`config.mk`:
```
export PLATFORM = sky130hd
export DESIGN_NAME = pstate_table_generator_core
export DESIGN_NICKNAME = d
export VERILOG_FILES = /design/src/rtl/pstg_pkg.sv /design/src/rtl/pstg_div.sv /design/src/rtl/pstate_table_generator_core.sv
export SDC_FILE = /design/constraint.sdc
export NUM_CORES = 2
export LEC_CHECK = 0
export ABC_CLOCK_PERIOD_IN_PS = 11200
export BUFFER_PORTS_ARGS = -buffer_cell sky130_fd_sc_hd__buf_4
export CORE_MARGIN = 3
export CORE_UTILIZATION = 30
export DETAILED_ROUTE_END_ITERATION = 7
export PLACE_DENSITY = 0.5
export SLEW_MARGIN = 5
export SYNTH_ARGS = -nofsm -noshare
export SYNTH_HDL_FRONTEND = slang
export SYNTH_SLANG_ARGS = --single-unit
```
`constraint.sdc`:
```
create_clock -name clk -period 11.2 [get_ports clk]
set_clock_uncertainty 0.1 [all_clocks]
set_input_delay 2.24 -clock clk [delete_from_list [all_inputs] [get_ports clk]]
set_output_delay 2.24 -clock clk [all_outputs]
set_load 0.005 [all_outputs]
```
`src/rtl/pstg_pkg.sv`:
```
// Package with the word types, constants and lookup functions of the P-state table generator.
`timescale 1ns / 1ps
package pstg_pkg;

    localparam int MAX_STATES = 32;
    localparam int CNT_W = $clog2(MAX_STATES + 1);
    localparam int NUM_W = 51;
    localparam int DEN_W = 35;
    localparam int MUL_A_W = 41;
    localparam int MUL_B_W = 13;
    localparam int POWER_W = 20;

    localparam logic [7:0] SOCKET_RESET = 8'h11;
    localparam logic [5:0] SPECIAL_FID = 6'h2A;
    localparam logic [5:0] SPECIAL_MIN_FID = 6'd2;
    localparam logic [31:0] CTRL_FIXED = 32'hE8202800;
    localparam logic [POWER_W-1:0] POWER_MAX = '1;

    typedef struct packed {
        logic [1:0] core_cap;
        logic [3:0] power_code;
        logic       states_valid;
        logic       intermediate_ok;
        logic [5:0] max_fid;
        logic [5:0] low_fid;
        logic [5:0] max_vid;
        logic [5:0] low_vid;
        logic       vid_step;
    } req_word_t;

    typedef struct packed {
        logic [4:0]  state_index;
        logic [5:0]  fid_out;
        logic [12:0] freq_mhz;
        logic [6:0]  vid_out;
        logic [19:0] power_mw;
        logic [31:0] control_word;
        logic [12:0] status_word;
        logic        empty_res;
        logic        last;
    } rsp_word_t;

    typedef struct packed {
        logic [7:0] sock;
        logic [1:0] cores;
        logic [3:0] code;
        logic [6:0] watts;
    } limit_row_t;

    localparam limit_row_t LIMIT_TABLE [20] = '{
        '{8'h11, 2'd0, 4'h8, 7'd62},  '{8'h11, 2'd1, 4'h8, 7'd89},
        '{8'h11, 2'd1, 4'ha, 7'd103}, '{8'h11, 2'd1, 4'hc, 7'd125},
        '{8'h11, 2'd0, 4'h2, 7'd15},  '{8'h11, 2'd0, 4'h4, 7'd35},
        '{8'h11, 2'd1, 4'h2, 7'd35},  '{8'h11, 2'd0, 4'h5, 7'd45},
        '{8'h11, 2'd1, 4'h7, 7'd76},  '{8'h11, 2'd1, 4'h6, 7'd65},
        '{8'h11, 2'd1, 4'h8, 7'd89},  '{8'h11, 2'd0, 4'h1, 7'd8},
        '{8'h11, 2'd1, 4'h1, 7'd22},  '{8'h12, 2'd0, 4'h6, 7'd25},
        '{8'h12, 2'd0, 4'h1, 7'd8},   '{8'h12, 2'd0, 4'h2, 7'd9},
        '{8'h12, 2'd0, 4'h4, 7'd15},  '{8'h12, 2'd0, 4'hc, 7'd35},
        '{8'h12, 2'd1, 4'hc, 7'd35},  '{8'h12, 2'd1, 4'h4, 7'd20}
    };

    function automatic logic [6:0] watts_lookup(input logic [7:0] sock,
                                                input logic [1:0] cores,
                                                input logic [3:0] code);
        logic [6:0] w;
        w = '0;
        for (int i = 0; i < 20; i++) begin
            if (LIMIT_TABLE[i].sock == sock && LIMIT_TABLE[i].cores == cores &&
                LIMIT_TABLE[i].code == code) begin
                w = LIMIT_TABLE[i].watts;
            end
        end
        return w;
    endfunction

    function automatic logic [12:0] mhz_of(input logic [5:0] fid);
        return 13'(fid) * 13'd100 + 13'd800;
    endfunction

    function automatic logic [10:0] volt_of(input logic [6:0] vid);
        logic [11:0] d;
        d = 12'(vid) * 12'd25;
        return (d >= 12'd1550) ? 11'd0 : 11'(12'd1550 - d);
    endfunction

endpackage

```
`src/rtl/pstg_div.sv`:
```
// Restoring divider that produces one quotient bit per cycle.
`timescale 1ns / 1ps
module pstg_div
    import pstg_pkg::*;
(
    input  logic             clk,
    input  logic             rst_n,
    input  logic             start,
    input  logic [NUM_W-1:0] num,
    input  logic [DEN_W-1:0] den,
    output logic             done,
    output logic [NUM_W-1:0] quo
);

    localparam int DCNT_W = $clog2(NUM_W + 1);

    logic              busy_reg, busy_next;
    logic              done_reg, done_next;
    logic [DCNT_W-1:0] cnt_reg, cnt_next;
    logic [DEN_W:0]    rem_reg, rem_next;
    logic [NUM_W-1:0]  quo_reg, quo_next;
    logic [DEN_W-1:0]  den_reg, den_next;
    logic [DEN_W:0]    rem_sh;

    assign rem_sh = {rem_reg[DEN_W-1:0], quo_reg[NUM_W-1]};

    always_comb
    begin
        busy_next = busy_reg;
        done_next = 1'b0;
        cnt_next = cnt_reg;
        rem_next = rem_reg;
        quo_next = quo_reg;
        den_next = den_reg;
        if (start)
        begin
            busy_next = 1'b1;
            cnt_next = '0;
            rem_next = '0;
            quo_next = num;
            den_next = den;
        end
        else if (busy_reg)
        begin
            if (rem_sh >= {1'b0, den_reg})
            begin
                rem_next = rem_sh - {1'b0, den_reg};
                quo_next = {quo_reg[NUM_W-2:0], 1'b1};
            end
            else
            begin
                rem_next = rem_sh;
                quo_next = {quo_reg[NUM_W-2:0], 1'b0};
            end
            cnt_next = cnt_reg + 1'b1;
            if (cnt_reg == DCNT_W'(NUM_W - 1))
            begin
                busy_next = 1'b0;
                done_next = 1'b1;
            end
        end
    end

    always_ff @(posedge clk or negedge rst_n)
    begin
        if (!rst_n)
        begin
            busy_reg <= 1'b0;
            done_reg <= 1'b0;
            cnt_reg <= '0;
        end
        else
        begin
            busy_reg <= busy_next;
            done_reg <= done_next;
            cnt_reg <= cnt_next;
        end
    end

    always_ff @(posedge clk)
    begin
        rem_reg <= rem_next;
        quo_reg <= quo_next;
        den_reg <= den_next;
    end

    assign done = done_reg;
    assign quo = quo_reg;

endmodule

```
`src/rtl/pstate_table_generator_core.sv`:
```
// Top level of the P-state table generator: sequencer, shared multiplier and output register.
//
// Usage: a request word enters on req_valid/req_stall and is taken at an edge
// with req_valid high and req_stall low. The block then raises req_stall until
// the whole run of P-state words has left on rsp_valid/rsp_stall. Each response
// word is one P-state; the final one carries last. A request without valid or
// intermediate P-states gives a single word with empty_res set.
// Sequence: after acceptance the states DEN1, DEN2 and LOAD lie before P0 leaves.
// Each state whose power is computed passes three times through the shared
// 41x13 multiplier and then, unless the divisor is zero, through the bit-serial
// divider; copied states skip both. A full run holds at most 32 states.
// A stalled response word holds, and the sequencer waits on it.
// The user writes the socket code through cfg_we/cfg_wdata only while the
// block is idle; the block does not enforce this. Reset returns the sequencer
// to idle, drops rsp_valid and sets the socket to 0x11. There is no clearing pass.
`timescale 1ns / 1ps
module pstate_table_generator_core
    import pstg_pkg::*;
(
    input  logic      clk,
    input  logic      rst_n,
    input  logic      req_valid,
    output logic      req_stall,
    input  req_word_t req_word,
    output logic      rsp_valid,
    input  logic      rsp_stall,
    output rsp_word_t rsp_word,
    input  logic      cfg_we,
    input  logic [7:0] cfg_wdata
);

    localparam logic [3:0] ST_IDLE = 4'd0;
    localparam logic [3:0] ST_DEN1 = 4'd1;
    localparam logic [3:0] ST_DEN2 = 4'd2;
    localparam logic [3:0] ST_LOAD = 4'd3;
    localparam logic [3:0] ST_EMIT = 4'd4;
    localparam logic [3:0] ST_P1   = 4'd5;
    localparam logic [3:0] ST_MID  = 4'd6;
    localparam logic [3:0] ST_NUM1 = 4'd7;
    localparam logic [3:0] ST_NUM2 = 4'd8;
    localparam logic [3:0] ST_NUM3 = 4'd9;
    localparam logic [3:0] ST_DIV  = 4'd10;

    logic [3:0]         state_reg, state_next;
    logic [7:0]         socket_reg, socket_next;
    logic [5:0]         max_fid_reg, max_fid_next;
    logic [5:0]         min_fid_reg, min_fid_next;
    logic [5:0]         min_vid_reg, min_vid_next;
    logic               step_reg, step_next;
    logic [16:0]        pwr0_reg, pwr0_next;
    logic [10:0]        volt0_reg, volt0_next;
    logic [DEN_W-1:0]   den_reg, den_next;
    logic [5:0]         fid_reg, fid_next;
    logic [6:0]         vid_reg, vid_next;
    logic [10:0]        volt_reg, volt_next;
    logic [POWER_W-1:0] pwr_reg, pwr_next;
    logic [5:0]         cur_reg, cur_next;
    logic [CNT_W-1:0]   n_reg, n_next;
    logic               last_reg, last_next;
    logic [MUL_A_W-1:0] t_reg, t_next;
    logic               rsp_valid_reg, rsp_valid_next;
    rsp_word_t          rsp_reg, rsp_next;

    logic [MUL_A_W-1:0] mul_a;
    logic [MUL_B_W-1:0] mul_b;
    logic [MUL_A_W+MUL_B_W-1:0] prod;
    logic               div_start, div_done;
    logic [NUM_W-1:0]   div_quo;
    logic               special;
    logic [6:0]         vid0, v_tmp, drop;
    logic [12:0]        sw;

    pstg_div u_div (
        .clk   (clk),
        .rst_n (rst_n),
        .start (div_start),
        .num   (prod[NUM_W-1:0]),
        .den   (den_reg),
        .done  (div_done),
        .quo   (div_quo)
    );

    always_comb
    begin
        unique case (state_reg)
            ST_DEN1:
            begin
                mul_a = MUL_A_W'(mhz_of(fid_reg));
                mul_b = MUL_B_W'(volt0_reg);
            end
            ST_DEN2:
            begin
                mul_a = t_reg;
                mul_b = MUL_B_W'(volt0_reg);
            end
            ST_NUM1:
            begin
                mul_a = MUL_A_W'(pwr0_reg);
                mul_b = mhz_of(fid_reg);
            end
            default:
            begin
                mul_a = t_reg;
                mul_b = MUL_B_W'(volt_reg);
            end
        endcase
    end

    assign prod = (MUL_A_W + MUL_B_W)'(mul_a) * (MUL_A_W + MUL_B_W)'(mul_b);
    assign div_start = (state_reg == ST_NUM3) && (den_reg != '0);
    assign special = (req_word.max_fid == SPECIAL_FID) && (req_word.max_vid != 6'd0);
    assign vid0 = 7'(req_word.max_vid) + 7'd2;
    assign drop = max_fid_reg[0] ? 7'd1 : 7'd2;
    assign sw = {vid_reg, fid_reg};

    always_comb
    begin
        state_next = state_reg;
        socket_next = cfg_we ? cfg_wdata : socket_reg;
        max_fid_next = max_fid_reg;
        min_fid_next = min_fid_reg;
        min_vid_next = min_vid_reg;
        step_next = step_reg;
        pwr0_next = pwr0_reg;
        volt0_next = volt0_reg;
        den_next = den_reg;
        fid_next = fid_reg;
        vid_next = vid_reg;
        volt_next = volt_reg;
        pwr_next = pwr_reg;
        cur_next = cur_reg;
        n_next = n_reg;
        last_next = last_reg;
        t_next = t_reg;
        rsp_valid_next = rsp_valid_reg;
        rsp_next = rsp_reg;
        v_tmp = '0;
        unique case (state_reg)
            ST_IDLE:
            begin
                if (req_valid)
                begin
                    n_next = '0;
                    if (!req_word.states_valid || !req_word.intermediate_ok)
                    begin
                        rsp_next = '0;
                        rsp_next.empty_res = 1'b1;
                        rsp_valid_next = 1'b1;
                        last_next = 1'b1;
                        state_next = ST_EMIT;
                    end
                    else
                    begin
                        max_fid_next = req_word.max_fid;
                        min_fid_next = special ? SPECIAL_MIN_FID : req_word.low_fid;
                        min_vid_next = req_word.low_vid;
                        step_next = req_word.vid_step;
                        fid_next = special ? req_word.low_fid + 6'd10 : req_word.max_fid;
                        vid_next = vid0;
                        volt_next = volt_of(vid0);
                        volt0_next = volt_of(vid0);
                        pwr0_next = 17'(watts_lookup(socket_reg, req_word.core_cap,
                                                     req_word.power_code)) * 17'd1000;
                        pwr_next = POWER_W'(pwr0_next);
                        last_next = 1'b0;
                        state_next = ST_DEN1;
                    end
                end
            end
            ST_DEN1:
            begin
                t_next = prod[MUL_A_W-1:0];
                state_next = ST_DEN2;
            end
            ST_DEN2:
            begin
                den_next = prod[DEN_W-1:0];
                state_next = ST_LOAD;
            end
            ST_LOAD:
            begin
                rsp_next.state_index = n_reg[4:0];
                rsp_next.fid_out = fid_reg;
                rsp_next.freq_mhz = mhz_of(fid_reg);
                rsp_next.vid_out = vid_reg;
                rsp_next.power_mw = pwr_reg;
                rsp_next.control_word = CTRL_FIXED | 32'(sw);
                rsp_next.status_word = sw;
                rsp_next.empty_res = 1'b0;
                rsp_next.last = last_reg;
                rsp_valid_next = 1'b1;
                state_next = ST_EMIT;
            end
            ST_EMIT:
            begin
                if (!rsp_stall)
                begin
                    rsp_valid_next = 1'b0;
                    n_next = n_reg + 1'b1;
                    priority if (last_reg)
                    begin
                        state_next = ST_IDLE;
                    end
                    else if (n_reg == '0)
                    begin
                        state_next = ST_P1;
                    end
                    else
                    begin
                        state_next = ST_MID;
                    end
                end
            end
            ST_P1:
            begin
                if ({1'b0, max_fid_reg} >= 7'(min_fid_reg) + 7'd8 + drop)
                begin
                    fid_next = max_fid_reg - drop[5:0];
                    cur_next = max_fid_reg - drop[5:0] - 6'd2;
                    if (vid_reg <= 7'(min_vid_reg))
                    begin
                        v_tmp = vid_reg + ((vid_reg[0] || !step_reg) ? 7'd1 : 7'd2);
                        vid_next = v_tmp;
                        volt_next = volt_of(v_tmp);
                        state_next = ST_NUM1;
                    end
                    else
                    begin
                        state_next = ST_LOAD;
                    end
                end
                else
                begin
                    cur_next = max_fid_reg - 6'd2;
                    state_next = ST_MID;
                end
            end
            ST_MID:
            begin
                if (n_reg < CNT_W'(MAX_STATES - 1) &&
                    {1'b0, mhz_of(cur_reg)} >= {mhz_of(min_fid_reg), 1'b0})
                begin
                    fid_next = cur_reg;
                    cur_next = cur_reg - 6'd2;
                    if (vid_reg >= 7'(min_vid_reg))
                    begin
                        state_next = ST_LOAD;
                    end
                    else
                    begin
                        v_tmp = vid_reg + (step_reg ? 7'd2 : 7'd1);
                        vid_next = v_tmp;
                        volt_next = volt_of(v_tmp);
                        state_next = ST_NUM1;
                    end
                end
                else
                begin
                    fid_next = min_fid_reg;
                    vid_next = 7'(min_vid_reg);
                    volt_next = volt_of(7'(min_vid_reg));
                    last_next = 1'b1;
                    state_next = ST_NUM1;
                end
            end
            ST_NUM1:
            begin
                t_next = prod[MUL_A_W-1:0];
                state_next = ST_NUM2;
            end
            ST_NUM2:
            begin
                t_next = prod[MUL_A_W-1:0];
                state_next = ST_NUM3;
            end
            ST_NUM3:
            begin
                if (den_reg == '0)
                begin
                    pwr_next = '0;
                    state_next = ST_LOAD;
                end
                else
                begin
                    state_next = ST_DIV;
                end
            end
            ST_DIV:
            begin
                if (div_done)
                begin
                    pwr_next = (div_quo[NUM_W-1:POWER_W] != '0) ? POWER_MAX
                                                                : div_quo[POWER_W-1:0];
                    state_next = ST_LOAD;
                end
            end
            default:
            begin
                state_next = ST_IDLE;
            end
        endcase
    end

    always_ff @(posedge clk or negedge rst_n)
    begin
        if (!rst_n)
        begin
            state_reg <= ST_IDLE;
            socket_reg <= SOCKET_RESET;
            rsp_valid_reg <= 1'b0;
            n_reg <= '0;
            last_reg <= 1'b0;
        end
        else
        begin
            state_reg <= state_next;
            socket_reg <= socket_next;
            rsp_valid_reg <= rsp_valid_next;
            n_reg <= n_next;
            last_reg <= last_next;
        end
    end

    always_ff @(posedge clk)
    begin
        max_fid_reg <= max_fid_next;
        min_fid_reg <= min_fid_next;
        min_vid_reg <= min_vid_next;
        step_reg <= step_next;
        pwr0_reg <= pwr0_next;
        volt0_reg <= volt0_next;
        den_reg <= den_next;
        fid_reg <= fid_next;
        vid_reg <= vid_next;
        volt_reg <= volt_next;
        pwr_reg <= pwr_next;
        cur_reg <= cur_next;
        t_reg <= t_next;
        rsp_reg <= rsp_next;
    end

    assign req_stall = (state_reg != ST_IDLE);
    assign rsp_valid = rsp_valid_reg;
    assign rsp_word = rsp_reg;

    a_valid_in_emit: assert property (@(posedge clk) disable iff (!rst_n)
        rsp_valid |-> state_reg == ST_EMIT)
        else $error("Response word valid outside the emit state.");

    a_last_to_idle: assert property (@(posedge clk) disable iff (!rst_n)
        (rsp_valid && !rsp_stall && rsp_word.last) |=> state_reg == ST_IDLE)
        else $error("Sequencer did not return to idle after the final word.");

    a_run_length: assert property (@(posedge clk) disable iff (!rst_n)
        n_reg <= CNT_W'(MAX_STATES))
        else $error("Run grew beyond the state limit.");

    a_div_nonzero: assert property (@(posedge clk) disable iff (!rst_n)
        div_start |-> den_reg != '0)
        else $error("Division started with a zero divisor.");

endmodule

```
-- After elaboration in Yosys (flattened, before gate mapping)
Cells that the tools add are included.
- add/sub/neg operators: 20
- multiply operators: 9
- magnitude comparators: 10
- eq/ne operators: 35
- mux-type cells: 98
- bitwise gates (word level): 1
- reductions and logical operators: 59
- operator list (kind ; count):
    $mux 98 ; 2
    $pmux 98 s2 ; 1
    $mux 7 ; 27
    $mux 11 ; 10
    $mux 51 ; 2
    $mux 20 ; 5
    $pmux 41 s2 ; 1
    $mux 6 ; 12
    $pmux 20 s3 ; 1
    $mul 41x13->51 ; 1
    $mul 6x5->11 const B ; 4
    $pmux 4 s11 ; 1
    $sub 11x11->11 const A ; 4
    $add 13x10->13 const B ; 3
    $ge 12x11->1 const B ; 3
    $ge 36x35->1 ; 1
    $mul 7x5->12 const B ; 3
    $logic_not 35->1 ; 1
    $mux 35 ; 1
    $reduce_bool 35->1 ; 1
    $sub 35x35->35 ; 1
    $pmux 11 s3 ; 1
    $reduce_bool 31->1 ; 1
    $logic_and 1x1->1 ; 26
    55 further kinds ; 119
- flip-flop bits (word level): 417
- bits of input ports: 46
- output and inout port bits: 100
- word-level logic and storage cells: 265

-- Longest topological paths before layout
- depth after elaboration: 29
- mapped depth: 35
- gate-level depth less buffers: 34

-- Modules after synthesis
From an unflattened synthesis, not the netlist that was laid out.
- cells, all modules: 4248
- area total of the unflattened synthesis: 40791.6 µm²
- modules (own cells, without submodules) (module ; instances ; cells each ; area an instance (µm²)):
    pstate_table_generator_core ; 1 ; 3590 ; 33583.5
    pstg_div ; 1 ; 658 ; 7208.2

-- Worst setup path after synthesis
Ideal clock, no wire load.
- path kind: register -> register
- from: register state_reg[2]
- to: register u_div.quo_reg[26], in the netlist u_div.quo[26], data pin
- library setup time: 0.265 ns
- arrival: 9.434 ns
- required time: 10.835 ns
- slack: 1.401 ns
- cell stages (with the launch flop): 28
- path buffers: 3
- period minus slack after synthesis: 9.799 ns
- cells stage by stage: dfrtp_1 clkbuf_1 nor3_1 or2_2 clkbuf_1 nor2_2 a221oi_2 clkbuf_1 nor2_1 fa_1 inv_1 fa_1 fa_1 inv_1 fa_1 inv_1 fa_1 inv_1 ha_1 a21oi_1 o21bai_1 a2111oi_2 nand2_1 a21o_1 a21o_1 a21o_1 and4_1 or3_1
- cells in the longest elaborated chain, start to end: 5
- elaborated cells between the ends (all ways): 10
- ends and longest elaborated chain (item ; line ; RTL):
    from (decl) ; pstate_table_generator_core.sv:44 ; logic [3:0] state_reg, state_next;
    from (signal assigned) ; pstate_table_generator_core.sv:316 ; state_reg <= state_next;
    $eq 4x2->1 / $eq 4x1->1 (equally long branches) ; pstate_table_generator_core.sv:85 ; unique case (state_reg)
    $reduce_or 2->1 (no source line) ; n/a ;
    $pmux 13 s2 ; pstate_table_generator_core.sv:85 ;
    $mul 41x13->51 ; pstate_table_generator_core.sv:109 ; assign prod = (MUL_A_W + MUL_B_W)'(mul_a) * (MUL_A_W + MUL_B_W)'(mul_b);
    $mux 51 * ; pstg_div.sv:35 ; if (start)
    net u_div.quo_next[26] ; pstg_div.sv:21 ; logic [NUM_W-1:0] quo_reg, quo_next;
    to (signal assigned) ; pstg_div.sv:83 ; quo_reg <= quo_next;
    to (decl) ; pstg_div.sv:21 ;
Mark *: on every way through the listed nets, which the timed path passes. The rest lies on a longest branch.
A chain may end at the register's enable or synchronous reset.

-- Worst setup path in the final report
- from: register fid_reg[1]
- to: register u_div.quo_reg[39], in the netlist u_div.quo[39], data pin
- cells in the longest elaborated chain, start to end: 5
- elaborated cells between the ends (all ways): 6
- ends and longest elaborated chain (item ; line ; RTL):
    from (decl) ; pstate_table_generator_core.sv:53 ; logic [5:0] fid_reg, fid_next;
    from (signal assigned) ; pstate_table_generator_core.sv:333 ; fid_reg <= fid_next;
    $mul 6x5->11 * ; pstg_pkg.sv:78 ; return 13'(fid) * 13'd100 + 13'd800;
    $add 13x10->13 * ; pstg_pkg.sv:78 ;
    $pmux 41 s2 / $pmux 13 s2 (equally long branches) ; pstate_table_generator_core.sv:85 ;
    $mul 41x13->51 * ; pstate_table_generator_core.sv:109 ;
    net prod[39] ; pstate_table_generator_core.sv:66 ; logic [MUL_A_W+MUL_B_W-1:0] prod;
    $mux 51 * ; pstg_div.sv:35 ;
    net u_div.quo_next[39] ; pstg_div.sv:21 ;
Marks and branches as above.

==> metrics.yaml <==
drt:
  ant_nets: 0
  routed_wl_um: 117000
  dr.pass1.iters: 7
  vias_per_cell: 4.90
  wl_per_cell_um: 19.0
  drc_errors: 0
  vias: 30000
  drt_iter0_markers: 1989
floorplan:
  pin_count: 146
  die_x_um: 373
  row_count: 134
  die_h_um: 373
  fp.dieArea_um2: 139000
  initial_utilization_pct: 30.2
  core_um2: 134000
global_route:
  first_global_vias: 30700
  grt_usage_pct: 16.5
  grt_overflow: 0
  antenna_found_initial: 1
  grt_pass1_wl_um: 181000
  grt_max_degree: 74
cts:
  cts.sink_count: 368
  cts_max_level: 2
  path_clk_slew_ns: 0.07
  worstSkewPairLatency_ns: 0.61
  hold_buffers: 0
  postCtsSetupRepairBufs: 0
  cts-buffers-inserted: 44
  cts_max_path_buffers: 3
  cts-resized-gates: 0
  cts_tree: "yes"
  clock-root-buffer: "clkbuf_16"
logic_synthesis:
  synth_edf_count: 305
  yosys.area_share.simple_pct: 14.3
  synth.top_cells.by_area: "fa_1 (23%), edfxtp_1 (23%), ha_1 (11%), inv_1 (5.9%), nor2_1 (4.3%)"
  syn_inst: 4223
  syn_area_um2: 40400
  synth_top_family_by_area: "adder cells"
  synthDistinctLibCells: 102
  synthMuxAreaShare_pct: 1.75
  yosys.area_share.xor_xnor_pct: 4.59
  netlist.area_leader.share_pct: 22.7
  syn_avg_cell_area_um2: 9.57
  synth-main-ff-cell: "edfxtp_1"
  ys_ff_latch: 368
  synthAdderAreaFrac_pct: 34.2
  synth_compound_area_share_pct: 10.6
  yosys.area.top_type: "fa_1"
  synthArstFlopShare_pct: 7.61
  ys_seq_area_share_pct: 26.1
  ys.warnings.count: 0
cells_and_area:
  fin_nets: 5194
  antenna_cells: 0
  area_growth_pct: 11.2
  largest_register_ffs: 51
  final_common_cell: "inv_1"
  layout_common_cells: "inv_1 (635), nor2_1 (459), fa_1 (459)"
  fillers: 13700
  drive_gt1_share_pct: 8.27
place:
  dp_hpwl_um: 92300
  gp_congestion: 0.899
  numPortBuffers: 130
run:
  drv_cap: 0
timing:
  period_needed_ns: 9.95
  fmax_ghz: 0.100
  worstMarginPinSlew_ns: 1.13
  tns_ns: 0
  drv_slew: 0
  slew_headroom_pct: 24.2
  hold_viol: 0
  rsz0062_at_grt: "false"
  finalSetupViolations: 0
  fin_crit_sh_pct: 88.9
worst_hold_path:
  hold_path.class: "reg2reg"
outcome:
  status: "completed"
setup_path:
  end_kind: "flip-flop"
  cp.arrival_ns: 10.32
  worstPathRequired_ns: 11.57
  critPathKind: "reg2reg"
  cpMaxStageDelayCell: "a221oi_1"
  worst-path-max-fanout: 5
  crit_path_start_kind: "flip-flop"
  slowest_delay_ns: 0.73
-- final timing paths --
path                                        from                           to  slack (ns)  depth (start not counted)
setup reg to reg            fid_reg[1]$_DFFE_PP_      u_div.quo[39]$_DFFE_PP_        1.25                         33
setup / recovery            fid_reg[1]$_DFFE_PP_      u_div.quo[39]$_DFFE_PP_        1.25                         33
max in group asynchronous                  rst_n    socket_reg[0]$_DFFE_PN1P_        9.17                          1
min in group asynchronous                  rst_n    socket_reg[5]$_DFFE_PN0P_        1.48                          1
hold / removal             den_reg[23]$_DFFE_PP_  u_div.den_reg[23]$_DFFE_PP_        0.35                          0
hold reg to reg            den_reg[23]$_DFFE_PP_  u_div.den_reg[23]$_DFFE_PP_        0.35                          0
-- cells in the mapped netlist, drive strengths merged, types with 11 or more instances --
| cell | number |
|---|---|
| inv | 636 |
| a221o | 15 |
| o221ai | 17 |
| or3 | 13 |
| a22oi | 18 |
| edfxtp | 305 |
| buf | 81 |
| o22ai | 11 |
| a221oi | 16 |
| xor2 | 76 |
| nand4 | 21 |
| dfxtp | 35 |
| xnor2 | 135 |
| ha | 370 |
| fa | 459 |
| o31ai | 14 |
| a21o | 62 |
| a211oi | 30 |
| nor4 | 21 |
| clkbuf | 117 |
| dfrtp | 26 |
| o21ai | 123 |
| or2 | 11 |
| nand3b | 12 |
| nand2 | 434 |
| mux2i | 37 |
| nand2b | 36 |
| a21oi | 150 |
| o21bai | 23 |
| a31oi | 23 |
| nor2b | 29 |
| and2 | 58 |
| nand3 | 64 |
| and3 | 41 |
| nor2 | 463 |
| a21boi | 11 |
| o211ai | 11 |
| o21a | 17 |
| nor3 | 56 |
| mux2 | 30 |
-- metrics by stage --
stage	setup WS [ns]	hold slack (ns)	instances	utilization, %	cell area [µm²]
finish	1.25	0.352	6123	33.6	45000
global route	0.691	0.368	6123	33.6	45000
CTS	1.25	0.355	6123	33.6	45000
detailed placement	1.31	0.336	6041	32.4	43400
global placement	1.39	0.334	6041	32.4	43400
floorplan	1.40	0.327	4285	-	40700
-- logic make-up after synthesis --
kind of cell	Yosys count
muxes	67
buffers and inverters	836
DFF	368
xor gates and xnor gates	211
other	2
AOI/OAI and AO/OA	622
adders and majority gates	829
and+or+nand+nor	1288
-- critical path: cells and delay by family (launching register included) --
family	cells	cell delay [ns]
AOI/OAI and AO/OA	6	1.83
xor gates and xnor gates	3	1.01
adders and majority gates	10	4.43
buffers and inverters	6	0.35
DFF	1	0.47
and+or+nand+nor	8	1.62
-- metal layers --
metal	share of wire (%)	global-route usage (%)
met3	5.4	2.54
met4	2.7	4.61
met2	46	26.8
met1	46	22.9
met5	0	0
-- area by class of cell --
class | count | area (µm²) | share of cell area, %
Sequential cell | 368 | 10600 | 23.5
Inverter | 638 | 2400 | 5.33
Timing Repair Buffer | 186 | 1400 | 3.11
Tap cell | 1768 | 2210 | 4.92
Clock buffer | 50 | 1140 | 2.54
Clock inverter | 32 | 465 | 1.04
Multi-Input combinational cell | 3081 | 26800 | 59.6
Power is left out: the tool's default activity adds up to more than one toggle a clock period on the data nets, which glitch-free logic cannot reach.
